--- config.mk ---
export PLATFORM = sky130hd
export DESIGN_NAME = mhdc_mul
export DESIGN_NICKNAME = d
export VERILOG_FILES = /design/src/hdl/mhdc_mul.sv
export SDC_FILE = /design/constraint.sdc
export NUM_CORES = 2
export LEC_CHECK = 0
export BUFFER_PORTS_ARGS = -buffer_cell sky130_fd_sc_hd__buf_2
export CORE_ASPECT_RATIO = 0.9
export CORE_MARGIN = 2
export CORE_UTILIZATION = 61
export DETAILED_ROUTE_END_ITERATION = 6
export PLACE_DENSITY = 0.77
export SLEW_MARGIN = 20
export SYNTH_ARGS = -nofsm -noshare
export SYNTH_HDL_FRONTEND = slang
export SYNTH_SLANG_ARGS = --single-unit
--- constraint.sdc ---
create_clock -name vclk -period 9.85
set_input_delay 0.4925 -clock vclk [all_inputs]
set_output_delay 0.4925 -clock vclk [all_outputs]
set_load 0.02 [all_outputs]
--- src/hdl/mhdc_mul.sv ---
// Saturating signed fixed-point multiply, floor rounding (combinational).
module mhdc_mul #(
    parameter int W = 32,
    parameter int F = 16
) (
    input  logic signed [W-1:0] i_a,
    input  logic signed [W-1:0] i_b,
    output logic signed [W-1:0] o_prod,
    output logic                o_sat
);
    localparam logic signed [W-1:0]   WMAX = {1'b0, {(W-1){1'b1}}};
    localparam logic signed [W-1:0]   WMIN = {1'b1, {(W-1){1'b0}}};
    localparam logic signed [2*W-1:0] PMAX = (2*W)'(WMAX);
    localparam logic signed [2*W-1:0] PMIN = (2*W)'(WMIN);

    logic signed [2*W-1:0] prod;
    logic signed [2*W-1:0] shifted;

    assign prod    = i_a * i_b;
    assign shifted = prod >>> F;   // arithmetic shift = round toward minus infinity

    always_comb begin
        if (shifted > PMAX) begin
            o_prod = WMAX;
            o_sat  = 1'b1;
        end else if (shifted < PMIN) begin
            o_prod = WMIN;
            o_sat  = 1'b1;
        end else begin
            o_prod = shifted[W-1:0];
            o_sat  = 1'b0;
        end
    end
endmodule

==> impl_metrics.env <==
export IMPL_final_core_util_pct=64.31
export IMPL_die_area_sq_um=63560
export IMPL_drv_cap=0
export IMPL_whs_endpoint="o_prod[1]"
export IMPL_nClkBuffers=0
export IMPL_grt_use_met3_pct=7.896
export IMPL_viasPerCell=5.738
export IMPL_grt_antenna_before_repair=6
export IMPL_drcViolationCount=0
export IMPL_worstHoldStart="i_b[0]"
export IMPL_critPathRequiredTime_ps=9360
export IMPL_fillers=5013
export IMPL_relSlewSlack_pct=46.16
export IMPL_grt_usage_pct=32.79
export IMPL_vias=28030
export IMPL_io_pins=97
export IMPL_final_seq_area_sq_um=0
export IMPL_min_delay_path_depth=9
export IMPL_antenna_left=0
export IMPL_dieWidth_um=265.5
export IMPL_wl_mm=97.75
export IMPL_max_slew_worst_pin_slew_ps=807.6
export IMPL_max_freq_mhz=104.7
export IMPL_synth_area_leaders="fa_1 (58%), inv_1 (9.3%), and2_1 (8.4%)"
export IMPL_met1_usage_pct=45.93
export IMPL_worstPathArrival_ps=9060
export IMPL_drv_slew=0
export IMPL_cp_end_kind="primary output"
export IMPL_die_y_um=239.4
export IMPL_outcome="finished, final reports clean"
export IMPL_synth_top_cell_by_area="fa_1"
export IMPL_hold_class="in -> out"
export IMPL_setup_ws_ps=297.2
export IMPL_path_class="in -> out"
export IMPL_layout_common_cells="fa_1 (1080), inv_1 (927), nand2_1 (600)"
export IMPL_nFlopsAndLatches=0
export IMPL_nets=5418
export IMPL_area_delta_synth_final_pct=4.485
export IMPL_fin_crit_sh_pct=96.98
export IMPL_cp_max_fo=17
export IMPL_ys_types=70
export IMPL_grt_pass1_vias=30840
export IMPL_start_util_pct=61.55
export IMPL_drtIter0Drc=2349
export IMPL_cts_hold_buf=0
export IMPL_synthCells=4116
export IMPL_mostFrequentLayoutCell="fa_1"
export IMPL_wl_per_cell_um=20.01
export IMPL_met2_usage_pct=52.50
export IMPL_place_congestion=1.017
export IMPL_netlist_area_leader_share_pct=57.63
export IMPL_min_period_ps=9553
export IMPL_coreArea_sq_um=61010
export IMPL_first_pass_iters=6
export IMPL_globalRoute_totalOverflow=0
export IMPL_tns_ps=0
export IMPL_holdWs_ps=2470
export IMPL_setup_viol=0
export IMPL_syn_nets=5441
export IMPL_num_rows=86
export IMPL_yosys_warnings=0
export IMPL_synth_area_per_cell_sq_um=9.123
export IMPL_dp_hpwl_mm=84.53
export IMPL_portBuffers=97
export IMPL_cp_start_kind="input pin"
export IMPL_layout_drive_gt1_share_pct=6.893
export IMPL_ys_seq_area_share_pct=0
export IMPL_syn_cell_area_sq_um=37550
export IMPL_grt_pass1_wl_mm=163.1
export IMPL_timing_hold_violations_final=0
export IMPL_grt_max_degree=34
export IMPL_dp_slack_ps=219.5
export IMPL_top_usage_layer="met2"
==> how the worst max path moves through the flow <==
| stage | end | start | slack (ps) |
|---|---|---|---|
| 2_1_floorplan | o_prod[10] | i_b[2] | 420 |
| 3_3_place_gp | o_prod[6] | i_a[15] | 240 |
| 3_5_place_dp | o_prod[0] | i_a[15] | 220 |
| 4_1_cts | o_prod[0] | i_a[15] | 150 |
| 5_1_grt | o_prod[24] | i_b[17] | -20 |
| 6_report | o_prod[24] | i_b[3] | 300 |
==> worst max-delay path, stage by stage <==
cell	delay, ps
clkbuf_4	280
buf_4	320
nand2_1	110
fa_1	530
fa_1	430
fa_1	530
fa_1	550
inv_1	50
fa_1	480
fa_1	600
fa_1	470
fa_1	510
ha_1	470
nand2_1	170
or3_1	420
or4_1	560
a21oi_1	250
a2bb2oi_1	260
buf_4	160
xnor2_1	130
nand4_1	170
o41ai_4	520
buf_4	190
buf_6	140
o211ai_2	90
buf_2	170
==> metrics by stage <==
stage,std cells,instance area [sq um]
after floorplan,4116,37550
after global placement,4879,39030
after detailed placement,4879,39030
after CTS,4879,39030
after global routing,4884,39230
final,4885,39240
==> layer usage <==
layer	up-vias	share of wire (%)	wire length (um)
met1	14560	40	39050
li1	11960	-	-
met2	1332	47	45750
met5	-	0.081	79
met3	173	11	10610
met4	8	2.3	2274
==> cell usage after synthesis (all sizes together) (4+ instances only) <==
master	number
fa	1081
inv	929
nand2	601
and2	507
clkbuf	214
ha	180
nor2	85
a21oi	76
o21ai	54
nand3	45
o211ai	43
nand4	38
buf	33
xnor2	32
xor2	22
nor3	21
a21o	16
nand2b	12
a211oi	9
o21a	9
a221oi	8
nor4	8
o31ai	8
or3	8
a22oi	5
and3	5
nor2b	5
o221ai	5
a2111oi	4
a211o	4
a311oi	4
or2	4
==> layout make-up <==
| cell class | instances | area, sq um | share of cell area [%] |
|---|---|---|---|
| multi-input cells | 2940 | 33150 | 84.48 |
| inverters | 929 | 3491 | 8.897 |
| well taps | 792 | 991.0 | 2.526 |
| diodes | 2 | 5.005 | 0.01276 |
| repair buffers | 222 | 1602 | 4.082 |
==> cell families (layout without fill, tap and decap cells) <==
kind of cell | Yosys count | after routing | synth area share [%]
buf+inv | 1176 | 1151 | 11.94
other cells | 0 | 2 | 0
compound gates | 273 | 273 | 5.284
mux | 1 | 1 | 0.02666
xor+xnor | 54 | 54 | 1.259
fa+ha+maj | 1261 | 1261 | 63.63
simple gates | 1351 | 1351 | 17.87
==> timing repair <==
action | 4_1_cts | 5_1_grt
resized for setup | 0 | 58
buffers inserted | 0 | 2
endpoints found under the setup margin | 0 | 32
endpoints found under the hold margin | 0 | 0
Power is left out: the tool's default activity adds up to more than one toggle a clock period on the data nets, which glitch-free logic cannot reach.
