===== config.mk =====
export PLATFORM = sky130hd
export DESIGN_NAME = mhdc_div_cell
export DESIGN_NICKNAME = d
export VERILOG_FILES = /design/src/hdl/mhdc_pkg.sv /design/src/hdl/mhdc_div_cell.sv
export SDC_FILE = /design/constraint.sdc
export NUM_CORES = 2
export LEC_CHECK = 0
export BUFFER_PORTS_ARGS = -buffer_cell sky130_fd_sc_hd__buf_2
export CORE_AREA = 2 2 672 674
export CTS_CLUSTER_DIAMETER = 40
export DETAILED_ROUTE_END_ITERATION = 8
export DIE_AREA = 0 0 674 676
export GPL_ROUTABILITY_DRIVEN = 0
export GPL_TIMING_DRIVEN = 0
export HOLD_SLACK_MARGIN = 0.03
export PLACE_DENSITY = 0.31
export SLEW_MARGIN = 25
export SYNTH_ARGS = -nofsm -noshare
export SYNTH_HDL_FRONTEND = slang
export SYNTH_SLANG_ARGS = --single-unit

===== constraint.sdc =====
create_clock -name i_clk -period 3.05 [get_ports i_clk]
set_input_delay 0.305 -clock i_clk [delete_from_list [all_inputs] [get_ports i_clk]]
set_output_delay 0.305 -clock i_clk [all_outputs]
set_load 0.01 [all_outputs]

===== src/hdl/mhdc_pkg.sv =====
// Shared types and constants for the MHD primitive/conserved conversion unit.
package mhdc_pkg;

    localparam int IO_BITS = 32;
    localparam int N_LANES = 10;

    // Lanes that divide by the volume weight; the rest divide by the mass.
    localparam logic [N_LANES-1:0] DEN_IS_VOL = 10'b1001110001;

    typedef enum logic {
        OP_PRIM_TO_CONS = 1'b0,
        OP_CONS_TO_PRIM = 1'b1
    } t_opcode;

    typedef enum logic [1:0] {
        ST_OK        = 2'd0,
        ST_ZERO_DIV  = 2'd1,
        ST_SATURATED = 2'd2
    } t_status;

    typedef struct packed {
        logic                      opcode;
        logic signed [IO_BITS-1:0] volume_weight;
        logic signed [IO_BITS-1:0] density_in;
        logic signed [IO_BITS-1:0] vel_x_in;
        logic signed [IO_BITS-1:0] vel_y_in;
        logic signed [IO_BITS-1:0] vel_z_in;
        logic signed [IO_BITS-1:0] field_x_in;
        logic signed [IO_BITS-1:0] field_y_in;
        logic signed [IO_BITS-1:0] field_z_in;
        logic signed [IO_BITS-1:0] scalar_in;
        logic signed [IO_BITS-1:0] cleaning_in;
        logic signed [IO_BITS-1:0] energy_in;
    } t_in_beat;

    typedef struct packed {
        logic signed [IO_BITS-1:0] density_out;
        logic signed [IO_BITS-1:0] vel_x_out;
        logic signed [IO_BITS-1:0] vel_y_out;
        logic signed [IO_BITS-1:0] vel_z_out;
        logic signed [IO_BITS-1:0] field_x_out;
        logic signed [IO_BITS-1:0] field_y_out;
        logic signed [IO_BITS-1:0] field_z_out;
        logic signed [IO_BITS-1:0] scalar_out;
        logic signed [IO_BITS-1:0] cleaning_out;
        logic signed [IO_BITS-1:0] energy_out;
        logic [1:0]                status;
    } t_out_beat;

    typedef struct packed {
        logic energy_mode;
    } t_cfg_beat;

endpackage


===== src/hdl/mhdc_div_cell.sv =====
// One restoring-division step for all lanes, plus the item riding alongside.
module mhdc_div_cell
    import mhdc_pkg::*;
#(
    parameter int W  = 32,
    parameter int F  = 16,
    parameter int SB = 8
) (
    input  logic                           i_clk,
    input  logic                           i_rst_n,
    input  logic                           i_adv,
    input  logic                           i_valid,
    input  logic [N_LANES-1:0][W+F-1:0]    i_num,
    input  logic [N_LANES-1:0][W-1:0]      i_rem,
    input  logic [W-1:0]                   i_den_vol,
    input  logic [W-1:0]                   i_den_mass,
    input  logic [SB-1:0]                  i_side,
    output logic                           o_valid,
    output logic [N_LANES-1:0][W+F-1:0]    o_num,
    output logic [N_LANES-1:0][W-1:0]      o_rem,
    output logic [W-1:0]                   o_den_vol,
    output logic [W-1:0]                   o_den_mass,
    output logic [SB-1:0]                  o_side
);
    localparam int QW = W + F;

    logic                        r_valid;
    logic [N_LANES-1:0][QW-1:0]  r_num, n_num;
    logic [N_LANES-1:0][W-1:0]   r_rem, n_rem;
    logic [W-1:0]                r_den_vol, r_den_mass;
    logic [SB-1:0]               r_side;

    logic [W:0]   rem_sh [N_LANES];
    logic [W-1:0] den    [N_LANES];
    logic [N_LANES-1:0] qbit;

    // shift in the next numerator bit, subtract when it fits,
    // quotient bit enters the numerator register from the bottom
    always_comb begin
        for (int l = 0; l < N_LANES; l++) begin
            den[l]    = DEN_IS_VOL[l] ? i_den_vol : i_den_mass;
            rem_sh[l] = {i_rem[l], i_num[l][QW-1]};
            if (rem_sh[l] >= {1'b0, den[l]}) begin
                qbit[l]  = 1'b1;
                n_rem[l] = W'(rem_sh[l] - {1'b0, den[l]});
            end else begin
                qbit[l]  = 1'b0;
                n_rem[l] = rem_sh[l][W-1:0];
            end
            n_num[l] = {i_num[l][QW-2:0], qbit[l]};
        end
    end

    always_ff @(posedge i_clk) begin
        if (!i_rst_n) begin
            r_valid <= 1'b0;
        end else if (i_adv) begin
            r_valid <= i_valid;
        end
    end

    always_ff @(posedge i_clk) begin
        if (i_adv) begin
            r_num      <= n_num;
            r_rem      <= n_rem;
            r_den_vol  <= i_den_vol;
            r_den_mass <= i_den_mass;
            r_side     <= i_side;
        end
    end

    assign o_valid    = r_valid;
    assign o_num      = r_num;
    assign o_rem      = r_rem;
    assign o_den_vol  = r_den_vol;
    assign o_den_mass = r_den_mass;
    assign o_side     = r_side;
endmodule


==> reports/results.tsv <==
stage	metric	value	unit
final_layout	nets@finish	8299	
timing	final worst slack	-0.0318	ns
route	vias	47500	
worst_setup_path	reg2reg path depth	3	
pwr	Sw Pwr	16.5	mW
synthesis	synth cell count leaders	872 x edfxtp_1, 320 x ha_1, 287 x a21oi_1	
die	Rows	246	
grt	vias in the first global route	48300	
synthesis	Post-Syn Area	46900	sq um
placement	PortBufs	1748	
route	routed len/inst	26.7	um
worst_setup_path	FF-to-FF End	o_valid	
worst_setup_path	Setup crit end	o_rem[306]	
route	# DRC	0	
route	Initial DRC Count	2652	
grt	first-pass GRT wire length	451000	um
cts	Max H-tree Level	4	
final_layout	fillers	49300	
outcome	status	complete, but fails checks	
grt	met2 Use GR	27.6	%
timing	final hold violation count	5	
synthesis	syn nets	5007	
grt	total grt overflow	0	
grt	GRT met3 Usage	4.64	%
route	final wirelength	358000	um
timing	final number of max-transition violations	0	
grt	gr busiest metal	met2	
grt	largest net degree at the start of global routing	121	
pwr	cell-internal power	37.0	mW
timing	min cycle time layout	3.08	ns
synthesis	Synth area leaders	edfxtp_1 56%, ha_1 8.5%, xnor2_1 3.1%	
timing	Hold Slack	-0.341	ns
cts	CTS tree	built	
route	1st-pass router iterations	5	
cts	Root Buffer	clkbuf_16	
route	Via density	3.54	
die	core area	448000	sq um
final_layout	final core occ	19.2	%
final_layout	area of the multi-input gates	20500	sq um
timing	Final Cycle Share	101	%
final_layout	layout cell share with drive strength beyond 1	37.1	%
worst_setup_path	WS Path Type	in2reg	
pwr	Switching Share	30.8	%
worst_setup_path	crit path from	i_rem[297]	
pwr	P per Cell Area	621	nW/um^2
die	die footprint	456000	sq um
cts	clock buffer count from CTS	235	
timing	maximum clock rate	324	MHz
synthesis	Seq/Total Area, Yosys	55.8	%
synthesis	Yosys top cell by area	edfxtp_1	
final_layout	post-route design area	86200	sq um
cts	CTS clk-pin slew, worst paths	0.05	ns
timing	relative slew slack	35.9	%
placement	Cells after DPL	11500	
die	starting density of the core	10.5	%
timing	Finish-stage setup viols	4	
worst_setup_path	CP Launch Type	input port	
final_layout	area delta synth->final	83.6	%
pwr	Sequential Power Share	29.2	%
synthesis	count leader, synth	edfxtp_1	
timing	Slew @ Worst Pin	0.951	ns
grt	GRT met1 Usage	14.2	%
synthesis	Gate Count Post-Synth	3801	
final_layout	post-route insts no fill	13400	
die	Chip Width	674	um
worst_setup_path	Critical Path Fanout Max	6	
placement	post-placement cell area	63400	sq um
synthesis	yosys warns	0	
timing	Final Skew	0	ns
outcome	failing checks	hold timing, setup timing	
synthesis	asr flop ratio synth	0	%
synthesis	count of state elements after synthesis	873	
die	I/O pins	1749	
placement	placed wire-length estimate	294000	um
grt	antenna violations before repair	208	
die	die height	676	um
route	Post-DRT Antenna Nets	0	
worst_setup_path	R2R setup slack	1.92	ns
cts	later-pin clock latency in the skew report	0.85	ns
timing	Sum Neg Setup Slack	-0.0929	ns
placement	Place WS	-3.09	ns
synthesis	Syn Area/Cell	12.3	sq um
worst_setup_path	worst r2r src	o_valid	
synthesis	Synth top area share	55.8	%
min_path	Hold Path Class	in2reg	
final_layout	area taken by flip-flops and latches	26200	sq um
worst_setup_path	Worst Path Required	3.63	ns
synthesis	Distinct cells, synth	102	
synthesis	commonest register cell after synthesis	edfxtp_1	
pwr	LEAKAGE	34.8	nW
grt	Total Routing Usage GR	14.8	%
worst_setup_path	Worst Path Arrival	3.67	ns
pwr	VDD IR max	0.542	mV
pwr	Comb pwr share	22.2	%
cts	CTS max path bufs	4	
cts	Num Clock Sinks	873	
run	max capacitance violation total	0	
worst_setup_path	Critical Path Sink Type	register	
pwr	Clock Power Share	48.6	%
synthesis	number of synthesized flops with an enable pin	872	
==> worst min path at each step <==
| stage | start | end | slack (ns) | cells past startpoint |
|---|---|---|---|---|
| 2_1_floorplan | i_den_mass[0] | o_den_mass[0] | 0.40 | 0 |
| 3_3_place_gp | i_num[71] | o_num[72] | 0.48 | 1 |
| 3_5_place_dp | i_num[448] | o_num[449] | 0.48 | 1 |
| 4_1_cts | i_den_vol[31] | o_den_vol[31] | -0.45 | 1 |
| 5_1_grt | i_den_vol[31] | o_den_vol[31] | -0.41 | 1 |
| 6_report | i_den_vol[31] | o_den_vol[31] | -0.34 | 1 |
==> state kept, by name, indices dropped and copies added (netlist names) <==
| signal | flops |
|---|---|
| o_num | 480 |
| o_valid | 1 |
| o_side | 8 |
| o_den_vol | 32 |
| o_rem | 320 |
| o_den_mass | 32 |
==> cell type report <==
| cell class | count | share of cell area, % |
|---|---|---|
| Sequential cell | 873 | 30.4 |
| Inverter | 161 | 0.907 |
| Antenna cell | 157 | 0.456 |
| Timing Repair Buffer | 3062 | 25.6 |
| Clock inverter | 180 | 2.58 |
| Buffer | 86 | 0.738 |
| Tap cell | 5952 | 8.64 |
| Clock buffer | 254 | 6.91 |
| Multi-Input combinational cell | 2674 | 23.7 |
==> placed cells by master, fill, tap and decap left out, types with 93 or more instances in the layout <==
cell type / n
edfxtp_1: 872
nor2_1: 200
a21oi_1: 268
xnor2_1: 165
xor2_1: 93
a21o_1: 142
dlygate4sd3_1: 1181
mux2_2: 103
clkbuf_16: 236
inv_1: 112
diode_2: 157
buf_2: 1750
buf_4: 111
o21ai_0: 205
ha_1: 299
nand2_1: 278
==> per-layer routing <==
layer | up-vias | wire length (um)
met3 | 722 | 28000
met4 | 78 | 23600
li1 | 21400 | -
met5 | - | 473
met2 | 2108 | 186000
met1 | 23200 | 120000
==> power by group through the flow <==
stage	clock network (mW)	logic (mW)	registers, mW
3_3_place_gp	0	10.2	16.3
4_1_cts	26.9	11.8	15.7
6_report	26.0	11.9	15.6
2_1_floorplan	0	4.06	16.2
3_5_place_dp	0	10.1	15.9
5_1_grt	27.3	12.7	15.7
==> cells by family (layout without fill, tap and decap cells) <==
group                      Yosys count  in the layout  synth area share [%]
DFF                                873            873                  55.8
AOI/OAI and AO/OA                 1017           1017                  14.2
muxes                              171            171                  4.49
other                                0            157                     0
adders and majority gates          330            330                  8.96
xor gates and xnor gates           258            258                  4.81
and+or+nand+nor                    898            898                  9.28
buffers and inverters              254           3743                  2.39
==> critical path, stage by stage <==
cell           delay [ns]
dlygate4sd3_1        0.63
buf_2                0.18
ha_1                 0.38
and3_1               0.23
a2111oi_1            0.45
nor2_1               0.15
or2_2                0.37
a31oi_1              0.24
xor2_1               0.51
o21ai_0              0.22
==> stage by stage <==
step	hold WS, ns	power, mW
finish	-0.341	53.6
global route	-0.408	55.8
CTS	-0.445	54.4
detailed placement	0.483	26.0
global placement	0.481	26.4
floorplan	0.404	20.2
==> what timing repair did <==
item,CTS,global route
setup buffers,87,34
resized for setup,142,147
pin swaps,14,32
hold endpoints to repair,923,25
hold buffers,1164,20
gates cloned,0,1
endpoints found under the setup margin,326,274
Note: power is estimated with default switching activity, not from simulation.
